<file path="src/design/abip_pkg.sv">
// Package for the streaming integer parser.
// Holds the beat types, character and base constants, the parser phases and the digit decoder.
// No dependencies.
package abip_pkg;

  localparam int MAX_CHARS_DEFAULT = 255;

  localparam int VALUE_W  = 32;
  localparam int OFFSET_W = 8;
  localparam int BASE_W   = 6;
  localparam int CHAR_W   = 8;

  localparam logic [CHAR_W-1:0] CH_ZERO    = 8'h30;
  localparam logic [CHAR_W-1:0] CH_NINE    = 8'h39;
  localparam logic [CHAR_W-1:0] CH_LOWER_A = 8'h61;
  localparam logic [CHAR_W-1:0] CH_LOWER_F = 8'h66;
  localparam logic [CHAR_W-1:0] CH_UPPER_A = 8'h41;
  localparam logic [CHAR_W-1:0] CH_UPPER_F = 8'h46;
  localparam logic [CHAR_W-1:0] CH_LOWER_X = 8'h78;
  localparam logic [CHAR_W-1:0] CH_UPPER_X = 8'h58;
  localparam logic [CHAR_W-1:0] CH_MINUS   = 8'h2D;

  localparam logic [BASE_W-1:0] BASE_OCT = 6'd8;
  localparam logic [BASE_W-1:0] BASE_DEC = 6'd10;
  localparam logic [BASE_W-1:0] BASE_HEX = 6'd16;

  typedef logic [0:0] cfg_index_t;
  localparam cfg_index_t CFG_BASE_SETTING = 1'b0;
  localparam cfg_index_t CFG_SIGNED_MODE  = 1'b1;

  typedef struct packed {
    logic [CHAR_W-1:0] ch;
    logic              first;
  } in_beat_t;

  typedef struct packed {
    logic [VALUE_W-1:0]  value;
    logic [OFFSET_W-1:0] end_offset;
  } out_beat_t;

  typedef struct packed {
    logic [BASE_W-1:0] base_setting;
    logic              signed_mode;
  } cfg_t;

  typedef enum logic [2:0] {
    PH_IDLE,
    PH_NUMSTART,
    PH_AFTER0,
    PH_AFTERX,
    PH_DIGITS
  } phase_t;

  typedef struct packed {
    logic       ok;
    logic [3:0] val;
  } digit_t;

  function automatic digit_t digit_of(logic [CHAR_W-1:0] c);
    digit_t d;
    d.ok  = 1'b0;
    d.val = 4'd0;
    if (c >= CH_ZERO && c <= CH_NINE) begin
      d.ok  = 1'b1;
      d.val = 4'(c - CH_ZERO);
    end else if (c >= CH_LOWER_A && c <= CH_LOWER_F) begin
      d.ok  = 1'b1;
      d.val = 4'(c - CH_LOWER_A + 8'd10);
    end else if (c >= CH_UPPER_A && c <= CH_UPPER_F) begin
      d.ok  = 1'b1;
      d.val = 4'(c - CH_UPPER_A + 8'd10);
    end
    return d;
  endfunction

endpackage

</file>
<file path="src/design/abip_cfg_regs.sv">
// Configuration registers of the integer parser: base setting and signed mode.
// Depends on abip_pkg.
module abip_cfg_regs (
  input  logic                       clk,
  input  logic                       rst,
  input  logic                       cfg_we,
  input  abip_pkg::cfg_index_t       cfg_index,
  input  logic [abip_pkg::BASE_W-1:0] cfg_data,
  output abip_pkg::cfg_t             cfg
);
  import abip_pkg::*;

  always_ff @(posedge clk) begin
    if (rst) begin
      cfg <= '0;
    end else if (cfg_we) begin
      unique case (cfg_index)
        CFG_BASE_SETTING: cfg.base_setting <= cfg_data;
        CFG_SIGNED_MODE:  cfg.signed_mode  <= cfg_data[0];
      endcase
    end
  end

endmodule

</file>
<file path="src/design/abip_in_stage.sv">
// Input register of the integer parser: captures one character beat and holds it
// until the parsing stage takes it. Depends on abip_pkg.
module abip_in_stage (
  input  logic               clk,
  input  logic               rst,
  input  logic               chr_valid,
  output logic               chr_stall,
  input  abip_pkg::in_beat_t chr_data,
  input  logic               advance,
  output logic               held_valid,
  output abip_pkg::in_beat_t held_beat
);
  import abip_pkg::*;

  logic accept;

  assign chr_stall = held_valid && !advance;
  assign accept    = chr_valid && !chr_stall;

  always_ff @(posedge clk) begin
    if (rst) begin
      held_valid <= 1'b0;
    end else if (accept) begin
      held_valid <= 1'b1;
    end else if (advance) begin
      held_valid <= 1'b0;
    end
  end

  always_ff @(posedge clk) begin
    if (accept) begin
      held_beat <= chr_data;
    end
  end

endmodule

</file>
<file path="src/design/abip_core.sv">
// Parsing stage: prefix and base selection, the multiply-add digit accumulator and
// the saturating character count. Depends on abip_pkg.
module abip_core #(
  parameter int MAX_CHARS = abip_pkg::MAX_CHARS_DEFAULT
) (
  input  logic                clk,
  input  logic                rst,
  input  logic                go,
  input  abip_pkg::in_beat_t  beat,
  input  abip_pkg::cfg_t      cfg,
  output logic                res_fire,
  output abip_pkg::out_beat_t res_beat
);
  import abip_pkg::*;

  localparam int CW = $clog2(MAX_CHARS + 1);
  localparam int XW = (CW > OFFSET_W) ? CW : OFFSET_W;
  localparam logic [CW-1:0] CONS_MAX = CW'(MAX_CHARS);
  localparam logic [XW-1:0] OFFSET_MAX = XW'(255);

  phase_t              phase, phase_next;
  logic [VALUE_W-1:0]  acc, acc_next;
  logic [BASE_W-1:0]   active_base, active_base_next;
  logic                negate, negate_next;
  logic [CW-1:0]       consumed, consumed_next;

  phase_t              ph_cur;
  digit_t              dv;
  logic [BASE_W-1:0]   base_sel;
  logic                do_digit;
  logic                stop;
  logic [XW-1:0]       cons_x;

  function automatic logic [CW-1:0] sat_inc(logic [CW-1:0] c);
    return (c < CONS_MAX) ? c + 1'b1 : c;
  endfunction

  assign ph_cur = beat.first ? PH_NUMSTART : phase;
  assign dv     = digit_of(beat.ch);

  always_ff @(posedge clk) begin
    if (rst) begin
      phase       <= PH_IDLE;
      acc         <= '0;
      active_base <= '0;
      negate      <= 1'b0;
      consumed    <= '0;
    end else begin
      phase       <= phase_next;
      acc         <= acc_next;
      active_base <= active_base_next;
      negate      <= negate_next;
      consumed    <= consumed_next;
    end
  end

  always_comb begin
    phase_next       = phase;
    acc_next         = acc;
    active_base_next = active_base;
    negate_next      = negate;
    consumed_next    = consumed;
    base_sel         = active_base;
    do_digit         = 1'b0;
    stop             = 1'b0;
    res_fire         = 1'b0;
    res_beat         = '0;
    cons_x           = '0;
    if (go) begin
      if (beat.first) begin
        acc_next         = '0;
        active_base_next = '0;
        negate_next      = 1'b0;
        consumed_next    = '0;
        phase_next       = PH_NUMSTART;
      end
      if (beat.first && cfg.signed_mode && beat.ch == CH_MINUS) begin
        negate_next   = 1'b1;
        consumed_next = sat_inc(consumed_next);
      end else begin
        unique case (ph_cur)
          PH_IDLE: begin
          end
          PH_NUMSTART: begin
            if (beat.ch == CH_ZERO) begin
              consumed_next = sat_inc(consumed_next);
              phase_next    = PH_AFTER0;
            end else begin
              base_sel   = (cfg.base_setting != '0) ? cfg.base_setting : BASE_DEC;
              phase_next = PH_DIGITS;
              do_digit   = 1'b1;
            end
          end
          PH_AFTER0: begin
            if (beat.ch == CH_LOWER_X || beat.ch == CH_UPPER_X) begin
              phase_next = PH_AFTERX;
            end else begin
              base_sel   = (cfg.base_setting != '0) ? cfg.base_setting : BASE_OCT;
              phase_next = PH_DIGITS;
              do_digit   = 1'b1;
            end
          end
          PH_AFTERX: begin
            if (dv.ok) begin
              base_sel      = BASE_HEX;
              consumed_next = sat_inc(consumed_next);
              phase_next    = PH_DIGITS;
              do_digit      = 1'b1;
            end else begin
              stop = 1'b1;
            end
          end
          PH_DIGITS: begin
            do_digit = 1'b1;
          end
          default: begin
          end
        endcase
        active_base_next = base_sel;
        if (ph_cur == PH_IDLE) begin
          active_base_next = active_base;
        end
        if (do_digit) begin
          if (dv.ok && {2'b00, dv.val} < base_sel) begin
            acc_next      = acc_next * VALUE_W'(base_sel) + VALUE_W'(dv.val);
            consumed_next = sat_inc(consumed_next);
          end else begin
            stop = 1'b1;
          end
        end
        if (stop) begin
          cons_x              = XW'(consumed_next);
          res_fire            = 1'b1;
          res_beat.value      = negate_next ? (VALUE_W'(0) - acc_next) : acc_next;
          res_beat.end_offset = (cons_x > OFFSET_MAX) ? 8'hFF : cons_x[OFFSET_W-1:0];
          phase_next          = PH_IDLE;
        end
      end
    end
  end

endmodule

</file>
<file path="src/design/abip_out_stage.sv">
// Result register of the integer parser: holds one result beat until it is taken.
// Depends on abip_pkg.
module abip_out_stage (
  input  logic                clk,
  input  logic                rst,
  input  logic                res_fire,
  input  abip_pkg::out_beat_t res_beat,
  output logic                res_valid,
  input  logic                res_stall,
  output abip_pkg::out_beat_t res_data,
  output logic                out_free
);
  import abip_pkg::*;

  assign out_free = !res_valid || !res_stall;

  always_ff @(posedge clk) begin
    if (rst) begin
      res_valid <= 1'b0;
    end else if (res_fire) begin
      res_valid <= 1'b1;
    end else if (!res_stall) begin
      res_valid <= 1'b0;
    end
  end

  always_ff @(posedge clk) begin
    if (res_fire) begin
      res_data <= res_beat;
    end
  end

endmodule

</file>
<file path="src/design/auto_base_integer_parser_top.sv">
// Top level of the streaming strtoul-style integer parser.
// Depends on abip_pkg, abip_cfg_regs, abip_in_stage, abip_core and abip_out_stage.
//
// One character beat is accepted in every cycle while the result side keeps up. The beat
// of the stopping character is held in the input register, where it waits while the result
// register is full and stalled, and its result is then written to the result register; a
// beat that stops nothing yields no result. Input stall rises only while a character waits
// and the result register is full and stalled. Configuration is written through cfg_we,
// cfg_index and cfg_data and takes effect at once.
module auto_base_integer_parser_top #(
  parameter int MAX_CHARS = abip_pkg::MAX_CHARS_DEFAULT
) (
  input  logic                        clk,
  input  logic                        rst,
  input  logic                        cfg_we,
  input  abip_pkg::cfg_index_t        cfg_index,
  input  logic [abip_pkg::BASE_W-1:0] cfg_data,
  input  logic                        chr_valid,
  output logic                        chr_stall,
  input  abip_pkg::in_beat_t          chr_data,
  output logic                        res_valid,
  input  logic                        res_stall,
  output abip_pkg::out_beat_t         res_data
);
  import abip_pkg::*;

  cfg_t      cfg;
  logic      out_free;
  logic      held_valid;
  in_beat_t  held_beat;
  logic      go;
  logic      res_fire;
  out_beat_t res_beat;

  assign go = held_valid && out_free;

  abip_cfg_regs u_cfg (
    .clk       (clk),
    .rst       (rst),
    .cfg_we    (cfg_we),
    .cfg_index (cfg_index),
    .cfg_data  (cfg_data),
    .cfg       (cfg)
  );

  abip_in_stage u_in (
    .clk        (clk),
    .rst        (rst),
    .chr_valid  (chr_valid),
    .chr_stall  (chr_stall),
    .chr_data   (chr_data),
    .advance    (out_free),
    .held_valid (held_valid),
    .held_beat  (held_beat)
  );

  abip_core #(
    .MAX_CHARS (MAX_CHARS)
  ) u_core (
    .clk      (clk),
    .rst      (rst),
    .go       (go),
    .beat     (held_beat),
    .cfg      (cfg),
    .res_fire (res_fire),
    .res_beat (res_beat)
  );

  abip_out_stage u_out (
    .clk       (clk),
    .rst       (rst),
    .res_fire  (res_fire),
    .res_beat  (res_beat),
    .res_valid (res_valid),
    .res_stall (res_stall),
    .res_data  (res_data),
    .out_free  (out_free)
  );

endmodule

</file>
<file path="config.mk">
export PLATFORM = sky130hd
export DESIGN_NAME = auto_base_integer_parser_top
export DESIGN_NICKNAME = d
export VERILOG_FILES = /design/src/design/abip_pkg.sv /design/src/design/abip_cfg_regs.sv /design/src/design/abip_in_stage.sv /design/src/design/abip_core.sv /design/src/design/abip_out_stage.sv /design/src/design/auto_base_integer_parser_top.sv
export SDC_FILE = /design/constraint.sdc
export NUM_CORES = 1
export LEC_CHECK = 0
export BUFFER_PORTS_ARGS = -buffer_cell sky130_fd_sc_hd__clkbuf_2
export CAP_MARGIN = 25
export CORE_ASPECT_RATIO = 0.5
export CORE_MARGIN = 2
export CORE_UTILIZATION = 33
export CTS_BUF_LIST = sky130_fd_sc_hd__clkbuf_8
export DETAILED_ROUTE_END_ITERATION = 6
export SLEW_MARGIN = 20
export SYNTH_ARGS = -nofsm -noshare
export SYNTH_HDL_FRONTEND = slang
export SYNTH_HIERARCHICAL = 1
export SYNTH_SLANG_ARGS = --single-unit
</file>
<file path="constraint.sdc">
create_clock -name clk -period 8.2 [get_ports clk]
set_clock_uncertainty 0.15 [all_clocks]
set_input_delay 0 -clock clk [delete_from_list [all_inputs] [get_ports clk]]
set_output_delay 0 -clock clk [all_outputs]
set_load 0.005 [all_outputs]
</file>
==> results of run 1 <==
-- cells in the final DEF, fill, tap and decap left out, types with 7 or more instances in the layout --
master and instances:
or3_1 7, nor4_1 7, a31oi_1 13, a21oi_1 73, mux2i_1 17, o31ai_1 8, a21o_1 13, o21ai_0 35
and3_1 10, nand4bb_1 9, xnor2_1 38, nand3_1 37, clkbuf_2 62, a211oi_1 23, o211ai_1 9, o21bai_1 7
clkbuf_8 9, ha_1 74, inv_1 63, nand2_1 109, xor2_1 22, dlygate4sd3_1 33, nand2b_1 18, nor2b_1 22
o21ai_1 10, edfxtp_1 49, o21a_1 10, dfxtp_1 59, fa_1 110, a211o_1 9, buf_4 47, nor3_1 29
nor2_1 296, or2_2 7
-- layout make-up --
type / instances / area (um^2)
well taps: 484 / 606
multi-input cells: 1167 / 8950
clock buffers: 9 / 124
flip-flops and latches: 108 / 2650
repair inverters: 1 / 5.00
clock inverters: 7 / 67.6
inverters: 63 / 240
repair buffers: 149 / 1120
fillers: 3716 / 22200
-- kinds of logic after synthesis --
logic type,after synthesis
muxes,22
DFF,108
buffers and inverters,130
and+or+nand+nor,603
AOI/OAI and AO/OA,296
adders and majority gates,186
xor gates and xnor gates,60
-- sequential cells by signal (all words and copies together), names as in the netlist, 3 cells and up --
register            cells
u_core/phase            3
u_core/consumed         8
u_out/res_data         40
u_in/held_beat          9
u_cfg/cfg               7
u_core/active_base      6
u_core/acc             32
-- critical path, cell delays in order, from the launching register on --
cell and delay [ps]:
edfxtp_1 470, or4b_4 580, or4_4 580, and2_1 200, a31o_2 300, clkinvlp_4 190, buf_6 200, nor2_1 90
fa_1 570, fa_1 440, fa_1 490, ha_1 310, ha_2 340, o21a_1 230, o2111a_1 310, a221o_1 360
a21o_1 200, a31oi_4 190, a211oi_1 150, o211a_1 260, or3_1 410, a211o_1 340, a21oi_1 170, nor3b_2 60
-- layer usage --
metal	track usage	vias up
met3	0.0305	38
met1	0.269	5192
li1	-	5125
met4	0.0586	0
met2	0.289	333
met5	0	-
-- power by group through the flow --
stage / Combinational (mW) / Clock (mW) / Sequential (mW)
floorplan: 0.190 / 0 / 0.607
finish: 0.309 / 0.349 / 0.600
detailed placement: 0.289 / 0 / 0.612
global route: 0.338 / 0.379 / 0.603
CTS: 0.301 / 0.364 / 0.600
global placement: 0.288 / 0 / 0.612
-- worst min-delay path by stage --
stage,startpoint,end,slack (ps)
floorplan,rst,u_out/res_valid$_SDFFE_PP0P_,-80
global placement,chr_data[0],u_in/held_beat[0]$_DFFE_PP_,30
detailed placement,chr_data[2],u_in/held_beat[2]$_DFFE_PP_,30
CTS,rst,u_out/res_valid$_SDFFE_PP0P_,80
global route,rst,u_out/res_valid$_SDFFE_PP0P_,110
finish,rst,u_out/res_valid$_SDFFE_PP0P_,90
-- through the flow --
| stage | setup slack [ps] | total power [mW] |
|---|---|---|
| after floorplan | 665 | 0.798 |
| after global placement | 231 | 0.900 |
| after detailed placement | 164 | 0.901 |
| after CTS | 118 | 1.27 |
| after global routing | 28.2 | 1.32 |
| final | 307 | 1.26 |
-- repair_timing --
action                                  4_1_cts  5_1_grt
hold buffers                                 33        0
setup buffers                                 0        2
gates resized for setup                       0       21
endpoints found under the setup margin        0       18
endpoints found under the hold margin        18        0
==> flow_metrics.py, run 1 <==
metrics = {
    "status": {
        "outcome": "completed",
    },
    "critical_path": {
        "r2r_end": "u_out/res_data[39]$_DFFE_PP_",
        "crit_path_start_kind": "register",
        "crit_path_start": "u_in/held_beat[5]$_DFFE_PP_",
        "rr_worst_depth": 23,
        "reg2reg_slack_ps": 310,
        "cp-endpoint": "u_out/res_data[39]$_DFFE_PP_",
        "reg2reg_from": "u_in/held_beat[5]$_DFFE_PP_",
        "crit_arrival_ps": 7870,
        "path_max_fanout": 14,
        "worst_ep_required_time_ps": 8180,
        "path_class": "reg -> reg",
        "end_kind": "register",
    },
    "placement": {
        "postPlaceCellArea_um2": 13100,
        "dpl.hpwl_um": 26400,
        "portBuffers": 62,
        "dp_cells": 1935,
        "gp_congestion": 0.866,
    },
    "drt": {
        "via_per_inst": 5.38,
        "drtPass1Iterations": 7,
        "m1WireLength_um": 16900,
        "met3_length_um": 2060,
        "ant_nets": 0,
        "top_layer": "met4",
        "drt-initial-drc-count": 984,
        "wl_met2_um": 15500,
        "wl_per_cell_um": 17.7,
        "num_vias": 10688,
        "drc_errors": 0,
        "wl_um": 35200,
    },
    "global_routing": {
        "grt_use_total": 0.188,
        "grt_overflow": 0,
        "grt_pass1_wl_um": 57000,
        "grt_max_degree": 66,
        "grt_pass1_vias": 10435,
        "antenna_found_initial": 0,
    },
    "synthesis": {
        "yosysMostFrequentCell": "nor2_1",
        "synth_fa_ha_area_frac": 0.262,
        "async_flop_share": 0,
        "synth_top_family_by_area": "adder cells",
        "postSynthCellCount": 1405,
        "yosys.area_share.simple": 0.239,
        "synth_top_area_frac": 0.183,
        "synth_mux_area_frac": 0.0187,
        "synth-edff-count": 49,
        "ys_ff_latch": 108,
        "synth_xor_area_frac": 0.0436,
        "ys.warnings.count": 6,
        "synthTopCellsByCount": "296 x nor2_1, 110 x fa_1, 109 x nand2_1",
        "synth_ff_type": "dfxtp_1",
        "synthTopCellsByArea": "fa_1 18%, edfxtp_1 12%, dfxtp_1 9.8%",
        "syn-num-nets": 1612,
        "synth_area_um2": 12000,
        "seq_area_frac_synth": 0.220,
        "synth.largest_area_cell": "fa_1",
        "syn_area_per_cell_um2": 8.57,
        "synth-compound-area-share": 0.173,
        "yosysUniqueCellTypes": 94,
    },
    "floorplan": {
        "die_w_um": 274,
        "row_count": 49,
        "dieArea_um2": 38100,
        "core_area_um2": 35900,
        "fp.dieH_um": 139,
        "pin_count": 63,
        "initial_core_util": 0.335,
    },
    "power": {
        "powerDensity_nw_per_um2": 91.4,
        "power.share.combinational": 0.246,
        "seq_power_share": 0.477,
        "vdd_ir_drop_max_mv": 0.0758,
        "leakagePower_nw": 5.87,
        "internal_power_mw": 0.842,
        "switching_power_mw": 0.417,
        "swShare": 0.331,
        "clockPowerShare": 0.277,
    },
    "cells_and_area": {
        "area_growth_pct": 14.3,
        "diodes": 0,
        "drive_gt1_frac": 0.125,
        "final_core_util": 0.383,
        "layout.cells.non_filler": 1988,
        "nets": 1706,
        "postLayoutCellArea_um2": 13800,
    },
    "sta": {
        "tightest_slew_ps": 976,
        "period_needed_ps": 7890,
        "setup_viol": 0,
        "slew_violations": 0,
        "rsz0062_at_grt": "no",
        "relSlewSlack": 0.343,
        "fin_setup_tns_ps": 0,
        "final.period_utilization": 0.963,
        "fmax_mhz": 127,
        "hold_violations": 0,
        "timing.hold.ws_ps": 92.7,
    },
    "cts": {
        "cts.sinks": 108,
        "path_clk_slew_ps": 120,
        "clock_latency_ps": 420,
        "htree_levels": 3,
        "cts_tree": "done",
        "cts-root-buf": "clkbuf_8",
        "cts_max_path_buffers": 2,
        "numCtsBuffers": 9,
    },
    "min_path": {
        "holdPathStages": 3,
        "hp-class": "in -> reg",
    },
    "run": {
        "cap_violations": 0,
    },
}
(Power assumes the default switching activity.)
==> inputs of run 2 (changes only) <==
CTS_BUF_LIST = sky130_fd_sc_hd__clkbuf_4 sky130_fd_sc_hd__clkbuf_8   (was sky130_fd_sc_hd__clkbuf_8)
==> run 2 against run 1 <==
- wire length hardly changed
- sequential power hardly changed
- fmax hardly changed
- cell count unchanged
- first-iteration DRC count rose by 0.30%
- largest power group unchanged
- hold slack barely moved
- non-clock buffer count is the same
- worst setup slack improved by 1.4 ps
- via count is essentially flat
- critical path type unchanged
- cell area about the same
- count of clock-buffer cells in the layout rose by 2
- combinational power about the same
==> flow_metrics.py, run 2 (synthesis results as in run 1) <==
metrics = {
    "drt": {
        "ant_nets": 0,
        "num_vias": 10681,
        "via_per_inst": 5.37,
        "drc_errors": 0,
        "drt-initial-drc-count": 987,
        "wl_per_cell_um": 17.7,
        "drtPass1Iterations": 6,
        "wl_um": 35200,
    },
    "floorplan": {
        "dieArea_um2": 38100,
        "row_count": 49,
        "pin_count": 63,
        "initial_core_util": 0.335,
        "die_w_um": 274,
        "core_area_um2": 35900,
        "fp.dieH_um": 139,
    },
    "critical_path": {
        "path_class": "reg -> reg",
        "crit_slowest_cell": "or4b_4",
        "crit_path_frequent_cell": "fa_1",
        "reg2reg_from": "u_in/held_beat[5]$_DFFE_PP_",
        "path_max_fanout": 14,
        "end_kind": "register",
        "crit_path_start_kind": "register",
        "rr_worst_depth": 23,
        "crit_chain": "or4b_4 > or4_4 > and2_1 > a31o_2 > clkinvlp_4 > buf_6 > nor2_1 > fa_1 > fa_1 > fa_1 > ha_1 > ha_2 > o21a_1 > o2111a_1 > a221o_1 > a21o_1 > a31oi_4 > a211oi_1 > o211a_1 > or3_1 > a211o_1 > a21oi_1 > nor3b_2",
        "cp-endpoint": "u_out/res_data[39]$_DFFE_PP_",
        "path_buf_inv": 2,
        "cp_num_cells": 23,
        "critPathTopFamily": "compound AO/OA/AOI/OAI gates",
        "reg2reg_slack_ps": 310,
        "worst_ep_required_time_ps": 8180,
        "crit_arrival_ps": 7870,
        "crit_path_start": "u_in/held_beat[5]$_DFFE_PP_",
        "r2r_end": "u_out/res_data[39]$_DFFE_PP_",
        "cpPeakStageDelay_ps": 580,
    },
    "cells_and_area": {
        "largest_register_ffs": 40,
        "mostFrequentLayoutCells": "296 x nor2_1, 110 x fa_1, 109 x nand2_1",
        "final_core_util": 0.384,
        "top_regs": "u_out/res_data x40, u_core/acc x32, u_in/held_beat x9",
        "area_growth_pct": 14.4,
        "diodes": 0,
        "final_common_cell": "nor2_1",
        "regMostFlops": "u_out/res_data",
        "layout.cells.non_filler": 1988,
        "postLayoutCellArea_um2": 13800,
        "drive_gt1_frac": 0.126,
        "nets": 1706,
    },
    "global_routing": {
        "grt_pass1_vias": 10439,
        "antenna_found_initial": 0,
        "grt_pass1_wl_um": 57100,
        "grt_max_degree": 66,
        "grt_overflow": 0,
        "grt_use_total": 0.188,
    },
    "power": {
        "power.share.combinational": 0.244,
        "swShare": 0.328,
        "power.total_mw": 1.27,
        "leakagePower_nw": 5.86,
        "clockPowerShare": 0.282,
        "powerDensity_nw_per_um2": 91.9,
        "switching_power_mw": 0.415,
        "vdd_ir_drop_max_mv": 0.0758,
        "seq_power_share": 0.474,
        "internal_power_mw": 0.851,
    },
    "sta": {
        "slew_violations": 0,
        "period_needed_ps": 7890,
        "relSlewSlack": 0.329,
        "hold_violations": 0,
        "fin_ws_ps": 309,
        "timing.hold.ws_ps": 92.6,
        "fin_setup_tns_ps": 0,
        "tightest_slew_ps": 997,
        "rsz0062_at_grt": "no",
        "final.period_utilization": 0.962,
        "fmax_mhz": 127,
        "setup_viol": 0,
    },
    "cts": {
        "cts_tree": "done",
        "cts_max_path_buffers": 2,
        "path_clk_slew_ps": 120,
        "numCtsBuffers": 9,
        "cts-root-buf": "clkbuf_8",
        "clock_latency_ps": 410,
        "cts.sinks": 108,
        "htree_levels": 3,
    },
    "min_path": {
        "hp-class": "in -> reg",
    },
    "placement": {
        "postPlaceCellArea_um2": 13100,
        "dpl.hpwl_um": 26400,
        "gp_congestion": 0.866,
        "dp_cells": 1935,
        "place_ws_ps": 164,
        "portBuffers": 62,
    },
    "run": {
        "cap_violations": 0,
    },
    "status": {
        "outcome": "completed",
    },
}
[run 2: per-layer routing]
layer	wire [um]	track usage	up-vias
li1	-	-	5132
met1	16500	0.268	5139
met2	15500	0.290	370
met3	2370	0.0305	40
met4	859	0.0598	0
met5	0	0	-
[run 2: worst min-delay path, cell delays in order]
cell	delay, ps
clkbuf_2	80
buf_4	350
nor2_1	180
[run 2: power by group through the flow]
stage | Sequential (mW) | Clock [mW] | Combinational, mW
after global routing | 0.603 | 0.388 | 0.338
after floorplan | 0.607 | 0 | 0.190
after detailed placement | 0.612 | 0 | 0.289
after CTS | 0.600 | 0.373 | 0.301
final | 0.600 | 0.358 | 0.309
after global placement | 0.612 | 0 | 0.288
[run 2: worst min-delay path by stage]
stage	start	end	cells past startpoint
5_1_grt	rst	u_out/res_valid$_SDFFE_PP0P_	3
4_1_cts	rst	u_out/res_valid$_SDFFE_PP0P_	3
3_5_place_dp	chr_data[2]	u_in/held_beat[2]$_DFFE_PP_	1
6_report	rst	u_out/res_valid$_SDFFE_PP0P_	3
3_3_place_gp	chr_data[0]	u_in/held_beat[0]$_DFFE_PP_	1
2_1_floorplan	rst	u_out/res_valid$_SDFFE_PP0P_	1
[run 2: timing repair]
item                                    4_1_cts  5_1_grt
gates resized for setup                       0       21
endpoints found under the setup margin        0       18
setup buffers                                 0        2
endpoints found under the hold margin        18        0
hold buffers                                 33        0
[run 2: area by class of cell]
type	count	area [um^2]
Tap cell	484	606
Clock inverter	5	60.1
Timing Repair inverter	1	5.00
Timing Repair Buffer	149	1120
Clock buffer	11	139
Inverter	63	240
Sequential cell	108	2650
Fill cell	3714	22100
Multi-Input combinational cell	1167	8950
